[config.mk]
export PLATFORM = sky130hd
export DESIGN_NAME = spectrum_column_capture
export DESIGN_NICKNAME = d
export VERILOG_FILES = /design/src/rtl/ssc_pkg.sv /design/src/rtl/ssc_ram.sv /design/src/rtl/spectrum_column_capture.sv
export SDC_FILE = /design/constraint.sdc
export NUM_CORES = 2
export LEC_CHECK = 0
export ABC_AREA = 1
export ABC_CLOCK_PERIOD_IN_PS = 4100
export BUFFER_PORTS_ARGS = -buffer_cell sky130_fd_sc_hd__buf_2
export CORE_UTILIZATION = 55
export DETAILED_ROUTE_END_ITERATION = 8
export PLACE_DENSITY = 0.74
export SLEW_MARGIN = 20
export SYNTH_ARGS = -nofsm -noshare
export SYNTH_HDL_FRONTEND = slang
export SYNTH_SLANG_ARGS = --single-unit
export TNS_END_PERCENT = 1
[constraint.sdc]
create_clock -name clk_i -period 4.1 [get_ports clk_i]
set_input_delay 0.41 -clock clk_i [delete_from_list [all_inputs] [get_ports clk_i]]
set_output_delay 0.41 -clock clk_i [all_outputs]
set_load 0.02 [all_outputs]
[src/rtl/ssc_pkg.sv]
package ssc_pkg;

  // command codes of an input item
  typedef enum logic [1:0] {
    CMD_START = 2'd0,
    CMD_CLEAR = 2'd1,
    CMD_MEAS  = 2'd2,
    CMD_READ  = 2'd3
  } cmd_e;

  // fixed field widths
  localparam int unsigned StepW  = 11;
  localparam int unsigned LevelW = 16;
  localparam int unsigned ThrW   = 8;
  localparam int unsigned ColW   = 7;

  // stored column: signal, noise, squelch mark
  typedef struct packed {
    logic [LevelW-1:0] sig;
    logic [LevelW-1:0] noi;
    logic              mark;
  } column_t;

endpackage

[src/rtl/ssc_ram.sv]
module ssc_ram #(
  parameter int unsigned WIDTH = 33,
  parameter int unsigned DEPTH = 84
) (
  input  logic                     clk_i,
  input  logic                     we_i,
  input  logic [$clog2(DEPTH)-1:0] waddr_i,
  input  logic [WIDTH-1:0]         wdata_i,
  input  logic [$clog2(DEPTH)-1:0] raddr_i,
  output logic [WIDTH-1:0]         rdata_o
);

  logic [WIDTH-1:0] mem_q [DEPTH];
  logic [WIDTH-1:0] rdata_q;

  // one write port, registered read port
  always_ff @(posedge clk_i) begin
    if (we_i) begin
      mem_q[waddr_i] <= wdata_i;
    end
    rdata_q <= mem_q[raddr_i];
  end

  assign rdata_o = rdata_q;

endmodule

[src/rtl/spectrum_column_capture.sv]
// start and clear: result strobed in the cycle after the transfer, next start taken at once
// read column: the column store read is registered, then the result is registered in ST_READ
// measurement: a one-bit-per-cycle restoring divider of DW bits gives the first column, then
//   columns are written one per cycle (DW = clog2(NUM_COLUMNS+1)+11, 18 at 84 columns)
// reset: step counter 0, steps per scan 1, every column reads as zero until written
// the receiver cannot stall: done_o is high for exactly one cycle per result
module spectrum_column_capture #(
  parameter int unsigned NUM_COLUMNS = 84
) (
  input  logic                        clk_i,
  input  logic                        rst_ni,
  input  logic                        start,
  output logic                        busy,
  input  ssc_pkg::cmd_e               cmd_i,
  input  logic [ssc_pkg::LevelW-1:0]  signal_level_i,
  input  logic [ssc_pkg::LevelW-1:0]  noise_level_i,
  input  logic [ssc_pkg::ThrW-1:0]    open_signal_min_i,
  input  logic [ssc_pkg::ThrW-1:0]    close_signal_min_i,
  input  logic [ssc_pkg::ThrW-1:0]    open_noise_max_i,
  input  logic [ssc_pkg::ThrW-1:0]    close_noise_max_i,
  input  logic                        hold_step_i,
  input  logic [ssc_pkg::ColW-1:0]    read_column_i,
  input  logic                        cfg_we_i,
  input  logic [ssc_pkg::StepW-1:0]   cfg_wdata_i,
  output logic                        done_o,
  output logic                        squelch_open_o,
  output logic [ssc_pkg::ColW-1:0]    first_column_o,
  output logic [ssc_pkg::StepW-1:0]   step_now_o,
  output logic [ssc_pkg::LevelW-1:0]  column_signal_o,
  output logic [ssc_pkg::LevelW-1:0]  column_noise_o,
  output logic                        column_mark_o
);
  import ssc_pkg::*;

  localparam int unsigned AW   = $clog2(NUM_COLUMNS);
  localparam int unsigned NW   = $clog2(NUM_COLUMNS + 1);
  localparam int unsigned DW   = NW + StepW;
  localparam int unsigned CNTW = $clog2(DW);
  localparam int unsigned ACCW = StepW + 1;
  localparam int unsigned CDW  = $bits(column_t);

  typedef enum logic [1:0] {
    ST_IDLE,
    ST_DIV,
    ST_WRITE,
    ST_READ
  } state_e;

  state_e               state_q;
  logic [StepW-1:0]     steps_q;
  logic [StepW-1:0]     step_q;
  logic [StepW-1:0]     div_q;
  logic [StepW-1:0]     rem_q;
  logic [DW-1:0]        dvd_q;
  logic [CNTW-1:0]      cnt_q;
  logic [DW-1:0]        col_q;
  logic [ACCW-1:0]      acc_q;
  column_t              wcol_q;
  logic                 hold_q;
  logic                 rd_ok_q;
  logic [NUM_COLUMNS-1:0] valid_q;

  logic                 done_q;
  logic                 open_q;
  logic [ColW-1:0]      first_q;
  logic [LevelW-1:0]    rsig_q;
  logic [LevelW-1:0]    rnoi_q;
  logic                 rmark_q;

  logic                 accept;
  logic                 open_d;
  logic [StepW-1:0]     steps_eff;
  logic [StepW:0]       rem_sh;
  logic                 ge;
  logic [StepW-1:0]     rem_d;
  logic [DW-1:0]        dvd_d;
  logic                 in_run;
  logic                 ram_we;
  column_t              ram_rdata;
  logic [CDW-1:0]       ram_rbits;

  assign accept = start && !busy;
  assign busy   = (state_q != ST_IDLE);

  // zero steps per scan acts as one
  assign steps_eff = (steps_q == '0) ? StepW'(1) : steps_q;

  // squelch decision
  always_comb begin
    open_d = (signal_level_i > LevelW'(open_signal_min_i)) &&
             (noise_level_i < LevelW'(open_noise_max_i));
    if ((signal_level_i < LevelW'(close_signal_min_i)) ||
        (noise_level_i > LevelW'(close_noise_max_i))) begin
      open_d = 1'b0;
    end
  end

  // restoring divider step, one quotient bit per cycle
  always_comb begin
    rem_sh = {rem_q, dvd_q[DW-1]};
    ge     = (rem_sh >= {1'b0, div_q});
    rem_d  = ge ? StepW'(rem_sh - {1'b0, div_q}) : rem_sh[StepW-1:0];
    dvd_d  = {dvd_q[DW-2:0], ge};
  end

  // column run: stop at the run length or at the end of the store
  assign in_run = (col_q < DW'(NUM_COLUMNS)) && (acc_q < ACCW'(NUM_COLUMNS));
  assign ram_we = (state_q == ST_WRITE) && in_run;

  ssc_ram #(
    .WIDTH (CDW),
    .DEPTH (NUM_COLUMNS)
  ) u_ram (
    .clk_i   (clk_i),
    .we_i    (ram_we),
    .waddr_i (col_q[AW-1:0]),
    .wdata_i (wcol_q),
    .raddr_i (read_column_i[AW-1:0]),
    .rdata_o (ram_rbits)
  );

  assign ram_rdata = column_t'(ram_rbits);

  // sequencer, state and registered outputs
  always_ff @(posedge clk_i or negedge rst_ni) begin
    if (!rst_ni) begin
      state_q <= ST_IDLE;
      steps_q <= StepW'(1);
      step_q  <= '0;
      valid_q <= '0;
      done_q  <= 1'b0;
      open_q  <= 1'b0;
      first_q <= '0;
      rsig_q  <= '0;
      rnoi_q  <= '0;
      rmark_q <= 1'b0;
      div_q   <= '0;
      rem_q   <= '0;
      dvd_q   <= '0;
      cnt_q   <= '0;
      col_q   <= '0;
      acc_q   <= '0;
      wcol_q  <= '0;
      hold_q  <= 1'b0;
      rd_ok_q <= 1'b0;
    end else begin
      done_q <= 1'b0;
      if (cfg_we_i) begin
        steps_q <= cfg_wdata_i;
      end
      unique case (state_q)
        ST_IDLE: begin
          if (accept) begin
            unique case (cmd_i)
              CMD_START, CMD_CLEAR: begin
                step_q  <= '0;
                done_q  <= 1'b1;
                open_q  <= 1'b0;
                first_q <= '0;
                rsig_q  <= '0;
                rnoi_q  <= '0;
                rmark_q <= 1'b0;
                if (cmd_i == CMD_CLEAR) begin
                  valid_q <= '0;
                end
              end
              CMD_MEAS: begin
                wcol_q.sig  <= signal_level_i;
                wcol_q.noi  <= noise_level_i;
                wcol_q.mark <= open_d;
                hold_q      <= hold_step_i;
                div_q       <= steps_eff;
                rem_q       <= '0;
                dvd_q       <= DW'(NUM_COLUMNS) * DW'(step_q);
                cnt_q       <= CNTW'(DW - 1);
                state_q     <= ST_DIV;
              end
              CMD_READ: begin
                rd_ok_q <= ({1'b0, read_column_i} < (ColW + 1)'(NUM_COLUMNS)) &&
                           valid_q[read_column_i[AW-1:0]];
                state_q <= ST_READ;
              end
              default: ;
            endcase
          end
        end
        ST_DIV: begin
          rem_q <= rem_d;
          dvd_q <= dvd_d;
          cnt_q <= cnt_q - CNTW'(1);
          if (cnt_q == '0) begin
            col_q   <= dvd_d;
            acc_q   <= '0;
            state_q <= ST_WRITE;
          end
        end
        ST_WRITE: begin
          if (in_run) begin
            valid_q[col_q[AW-1:0]] <= 1'b1;
            col_q <= col_q + DW'(1);
            acc_q <= acc_q + ACCW'(div_q);
          end else begin
            // result of the measurement; first column saturates
            done_q  <= 1'b1;
            open_q  <= wcol_q.mark;
            first_q <= (dvd_q > DW'(127)) ? ColW'(127) : dvd_q[ColW-1:0];
            rsig_q  <= '0;
            rnoi_q  <= '0;
            rmark_q <= 1'b0;
            if (!hold_q) begin
              step_q <= step_q + StepW'(1);
            end
            state_q <= ST_IDLE;
          end
        end
        ST_READ: begin
          done_q  <= 1'b1;
          open_q  <= 1'b0;
          first_q <= '0;
          rsig_q  <= rd_ok_q ? ram_rdata.sig : '0;
          rnoi_q  <= rd_ok_q ? ram_rdata.noi : '0;
          rmark_q <= rd_ok_q && ram_rdata.mark;
          state_q <= ST_IDLE;
        end
        default: state_q <= ST_IDLE;
      endcase
    end
  end

  assign done_o          = done_q;
  assign squelch_open_o  = open_q;
  assign first_column_o  = first_q;
  assign step_now_o      = step_q;
  assign column_signal_o = rsig_q;
  assign column_noise_o  = rnoi_q;
  assign column_mark_o   = rmark_q;

endmodule
; ---- After elaboration in Yosys (flattened, before gate mapping)
; Memory sizes are Yosys's and may differ from the RTL's. A register that Yosys moved wholly into a read port is not among the register bits.
; Index checks and enable logic that the tools add are counted.
[totals]
elab_cells = 144
in_bits = 89
memories = 1
mem_bits_rw = 2772
reg_bits = 260
output_inout_bits = 54
[memory_table]
columns = name, words, width, read_ports, rd_ports_with_merged_regs, wr, line
row1 = u_ram.mem_q, 84, 33, 1, 1, 1, ssc_ram.sv:13  ; logic [WIDTH-1:0] mem_q [DEPTH];
[classes]
reduce_logical = 27
addsub = 5
bitwise_logic = 1
n_mul = 1
n_mux = 61
n_lt_le_gt_ge = 12
eq_ne = 15
[ops]
columns = operator, n
row1 = two-way mux 84 bit, 4
row2 = case mux 84 bit (2 select lines), 1
row3 = case mux 16 bit (3 select lines), 2
row4 = two-way mux 11 bit, 8
row5 = bitwise OR 84 bit, 1
row6 = two-way mux 16 bit, 5
row7 = two-way mux 18 bit, 4
row8 = case mux 18 bit (2 select lines), 2
row9 = case mux 11 bit (2 select lines), 2
row10 = greater-than comparator 16 x 8 -> 1 bit, 2
row11 = less-than comparator 16 x 8 -> 1 bit, 2
row12 = two-way mux 7 bit, 4
row13 = two-way mux 12 bit, 2
row14 = case mux 12 bit (2 select lines), 1
row15 = case mux 7 bit (3 select lines), 1
row16 = "adder 18 x 1 -> 18 bit, second input constant", 1
row17 = "greater-than comparator 18 x 7 -> 1 bit, second input constant", 1
row18 = "less-than comparator 18 x 7 -> 1 bit, second input constant", 1
row19 = "less-than comparator 7 x 8 -> 1 bit, second input constant", 2
row20 = "multiplier 5 x 11 -> 16 bit, first input constant", 1
row21 = adder 12 x 11 -> 12 bit, 1
row22 = >= comparator 12 x 11 -> 1 bit, 1
row23 = "less-than comparator 12 x 7 -> 1 bit, second input constant", 1
row24 = two-way mux 1 bit, 12
row25 = 30 further kinds, 60

; ---- Logic depth before layout (Yosys ltp)
[depth]
word_depth = 7
mapped_depth = 16
depth_no_buf = 15

; ---- Hierarchy
; From an unflattened synthesis, not the netlist that was laid out.
[unflattened]
hier_cells = 11110
area_unflattened_um2 = 127307.1
[by_module_without_submodules]
columns = mod, area_per_inst_um2, cells_per_inst, instances, seq_area_each_um2
row1 = ssc_ram, 112431.6, 9221, 1, 83900.5
row2 = spectrum_column_capture, 14875.5, 1889, 1, 6507.5

; ---- Worst setup path before layout
; Ideal clock, no wire load.
[synth_path]
path_type = reg2reg
from = register col_q[10]
to = memory u_ram.mem_q[33][0] (enable)
path_slack_ns = -0.072
required_time_ns = 3.636
stages_incl_launch_ff = 9
t_arrival_ns = 3.708
cell_sequence = dfrtp_1 nor4_1 nand3_1 nor2_1 nand3_1 buf_2 buf_2 buf_2 nor3_1
[synth_via]
elab_chain_cells = 5
[synth_lines]
columns = element, line
row1 = start: declaration, spectrum_column_capture.sv:56  ; logic [DW-1:0] col_q;
row2 = start signal: assignment, spectrum_column_capture.sv:192  ; col_q <= dvd_d;
row3 = start signal: assignment, spectrum_column_capture.sv:200  ; col_q <= col_q + DW'(1);
row4 = less-than comparator 18 x 7 -> 1 bit, spectrum_column_capture.sv:107  ; assign in_run = (col_q < DW'(NUM_COLUMNS)) && (acc_q < ACCW'(NUM_COLUMNS));
row5 = logical AND 1 bit, spectrum_column_capture.sv:107
row6 = logical AND 1 bit, spectrum_column_capture.sv:108  ; assign ram_we = (state_q == ST_WRITE) && in_run;
row7 = two-way mux 1 bit, ssc_ram.sv:18  ; if (we_i) begin
row8 = two-way mux 1 bit (implied by the code), ssc_ram.sv:19  ; mem_q[waddr_i] <= wdata_i;
row9 = end: declaration, ssc_ram.sv:13
; Every way passes these cells.

; ---- Worst setup path after layout
[layout_path]
from = register col_q[10]
to = memory u_ram.mem_q[31][7] (enable)
; Same word-level chain as after synthesis.

==> results.yml <==
critical_path:
  cp.arrival_ns: 3.83
  cp_cell_sequence: "nor4_1 -> nand3_1 -> nor2_1 -> nand3_4 -> clkinv_1 -> nand2_1 -> buf_4 -> nor2_4"
  rr_endpoint: "u_ram.mem_q[31][7]$_DFFE_PP_"
  critPathBufInv: 2
  max_stage_delay_ns: 0.89
  ff2ff_path_depth: 8
  path_class: "flip-flop to flip-flop"
  crit_slowest_cell: "nor2_4"
  reg2reg_setup_slack_ns: 0.84
  startpoint_type: "flip-flop"
  worstPathRequired_ns: 4.67
  cpLargestDelayFamily: "simple AND/OR/NAND/NOR gates"
  cp_max_fo: 33
  timing.rr.start: "col_q[10]$_DFFE_PN0P_"
  endpoint_kind: "flip-flop"
power_and_ir_drop:
  p_comb_share_pct: 12.5
  ir_drop_uv: 1041
  p_seq_share_pct: 52.9
  p_sw_w: 0.02306
  internal-power_w: 0.05725
  leakagePower_nw: 47.74
  power_w: 0.08031
  power_density_mw_per_mm2: 573.4
  switching_share_pct: 28.71
  p_clk_share_pct: 34.6
sta:
  worst_hold_slack_ns: 0.06098
  rsz0062_at_grt: "no"
  layout_setup_ws_ns: 0.8357
  slew_headroom_pct: 25.44
  finalClockSkew_ns: 0.1085
  worst_pin_slew_ns: 1.118
  slew_violations: 0
  finalCritPeriodShare_pct: 79.62
  hold_violations: 0
  finalCriticalPeriod_ns: 3.264
  max_freq_mhz: 306.3
  setup_viol: 0
die:
  io_pins: 143
  fp.dieH_um: 478.0
  die_w_um: 478.0
  core_area_mm2: 0.2249
  dieArea_mm2: 0.2285
  rows: 174
  initial_core_util_pct: 55.41
clock_network:
  cts_setup_buffers: 0
  holdBufCountCts: 62
  cts_root_buffer: "clkbuf_16"
  postCtsResizedCells: 0
  cts_tree: "built"
  clock-sinks: 3065
  clock_path_buffers: 4
  clk_latency_ns: 1.00
  htree_levels: 5
  cts-buffers-inserted: 318
  path_clk_slew_ns: 0.06
logic_synthesis:
  synth_edf_count: 2772
  synth-seq-cells: 3065
  synth.avg_cell_area_um2: 12.19
  ys_warn_count: 0
  synth_ff_type: "edfxtp_1"
  async_reset_ff_share_pct: 8.483
  synth.distinct_cells: 43
  synth-seq-area-share_pct: 72.55
  syn_area_mm2: 0.1246
  syn_nets: 10411
  syn_inst: 10223
placement:
  dpl.cell_count: 12958
  place_ws_ns: 0.7994
  globalplace.congestion: 0.9147
  io_buffer_count: 142
  place_area_mm2: 0.1296
  hpwl_mm: 209.6
global_routing:
  grt_max_degree: 147
  grt.total_usage_pct: 31.30
  overflow: 0
  antenna_found_initial: 15
  first_global_vias: 82608
  grt_pass1_wl_mm: 530.4
min_path:
  whs_path_depth: 8
  min_from: "open_noise_max_i[7]"
  hold_class: "input pin to flip-flop"
  min_to: "wcol_q[0]$_DFFE_PN0P_"
finish:
  multi_input_area_mm2: 0.03052
  drive_gt1_share_pct: 9.501
  layout.nets: 10536
  area_growth_pct: 12.39
  fin_cells: 13576
  fillCellCount: 16230
  stdcell_area_mm2: 0.1401
  seq_area_mm2: 0.09053
outcome:
  status: "complete, no violations"
drt:
  drc: 0
  detail-route-antenna-nets: 0
  drt-initial-drc-count: 14169
  vias: 86523
  via_per_inst: 6.373
  routed_wl_mm: 363.9
  drt_pass1_iterations: 6
  drt-wirelength-per-cell_um: 26.80
job:
  cap_violations: 0
tightest hold or removal path: stages:
cell and delay [ns]:
buf_2 0.09, inv_1 0.04, ha_1 0.14, a21oi_1 0.08, o21ai_0 0.06, nor2_1 0.04
nand2_1 0.04, nand2_1 0.04
how the worst max path moves through the flow:
stage,slack (ns),depth (start not counted),startpoint,to
3_3_place_gp,0.81,12,read_column_i[1],u_ram.rdata_o[1]$_DFF_P_
4_1_cts,0.84,8,col_q[10]$_DFFE_PN0P_,u_ram.mem_q[31][7]$_DFFE_PP_
2_1_floorplan,-0.07,8,col_q[10]$_DFFE_PN0P_,u_ram.mem_q[33][0]$_DFFE_PP_
6_report,0.84,8,col_q[10]$_DFFE_PN0P_,u_ram.mem_q[31][7]$_DFFE_PP_
5_1_grt,0.66,8,col_q[10]$_DFFE_PN0P_,u_ram.mem_q[31][7]$_DFFE_PP_
3_5_place_dp,0.80,11,read_column_i[1],u_ram.rdata_o[14]$_DFF_P_
layout make-up:
class | instances | share of cell area, %
Sequential cell | 3065 | 64.64
Clock buffer | 434 | 6.229
Timing Repair Buffer | 499 | 3.125
Inverter | 266 | 0.7326
Tap cell | 2992 | 2.673
Antenna cell | 6 | 0.01072
Clock inverter | 116 | 0.7960
Multi-Input combinational cell | 6198 | 21.79
cell families after synthesis:
| family | count (synthesis) | share of synthesized area [%] |
|---|---|---|
| AND/OR/NAND/NOR | 3517 | 11.15 |
| XOR/XNOR | 28 | 0.1968 |
| multiplexers | 11 | 0.09941 |
| adder cells (fa/ha/maj) | 99 | 1.030 |
| flip-flops | 3065 | 72.55 |
| AO/OA/AOI/OAI | 2543 | 11.62 |
| buffers and inverters | 960 | 3.353 |
routing by layer:
layer | GRT usage, % | up-vias | part of all wire [%]
met5 | 0 | - | 0.012
met3 | 7.105 | 946 | 13
met2 | 46.83 | 6116 | 45
met4 | 17.51 | 2 | 6.2
li1 | - | 37250 | -
met1 | 42.58 | 42209 | 36
sequential cells by signal, indices dropped and copies added, names as in the netlist, 2 cells and up:
register / flops
u_ram.mem_q: 2772
valid_q: 84
u_ram.rdata_o: 33
wcol_q: 33
col_q: 18
dvd_q: 18
column_noise_o: 16
column_signal_o: 16
acc_q: 12
div_q: 11
rem_q: 11
step_now_o: 11
steps_q: 11
first_column_o: 7
cnt_q: 5
state_q: 2
synthesized netlist by cell type, types with 95 or more instances:
library cell,instances,area (µm²)
o22ai_1,317,1983
clkbuf_1,453,1700
edfxtp_1,2772,83240
nand3_1,387,1937
o211ai_1,372,2793
nor2_1,2013,7556
inv_1,255,957.2
nor3_1,95,475.5
buf_2,108,540.5
o21ai_0,1396,6987
a21oi_1,184,920.9
o21ai_1,149,745.7
nand2_1,988,3709
dfrtp_1,259,6481
power groups by stage:
stage | sequential, W | clock (W) | combinational (W)
after detailed placement | 0.0429 | 0 | 0.00970
after floorplan | 0.0416 | 0 | 0.00482
final | 0.0425 | 0.0278 | 0.0101
after global routing | 0.0425 | 0.0291 | 0.0107
after CTS | 0.0423 | 0.0279 | 0.00982
after global placement | 0.0428 | 0 | 0.00941
cell usage in the layout, fill, tap and decap left out, types with 92 or more instances in the layout:
| master | netlist | routed |
|---|---|---|
| o21ai_0 | 1396 | 1396 |
| buf_4 | 36 | 233 |
| clkbuf_1 | 453 | 92 |
| buf_2 | 108 | 137 |
| o211ai_1 | 372 | 372 |
| o21ai_1 | 149 | 149 |
| inv_1 | 255 | 247 |
| nor2_1 | 2013 | 2000 |
| clkbuf_16 | 0 | 326 |
| a21oi_1 | 184 | 184 |
| ha_1 | 93 | 93 |
| edfxtp_1 | 2772 | 2772 |
| o22ai_1 | 317 | 317 |
| dfrtp_1 | 259 | 226 |
| nand3_1 | 387 | 386 |
| nand2_1 | 988 | 987 |
metrics by stage:
step                TNS [ns]  utilization (%)
floorplan             -45.25                -
global placement           0            57.61
detailed placement         0            57.61
CTS                        0            62.26
global route               0            62.27
finish                     0            62.27
(Power assumes the default switching activity.)
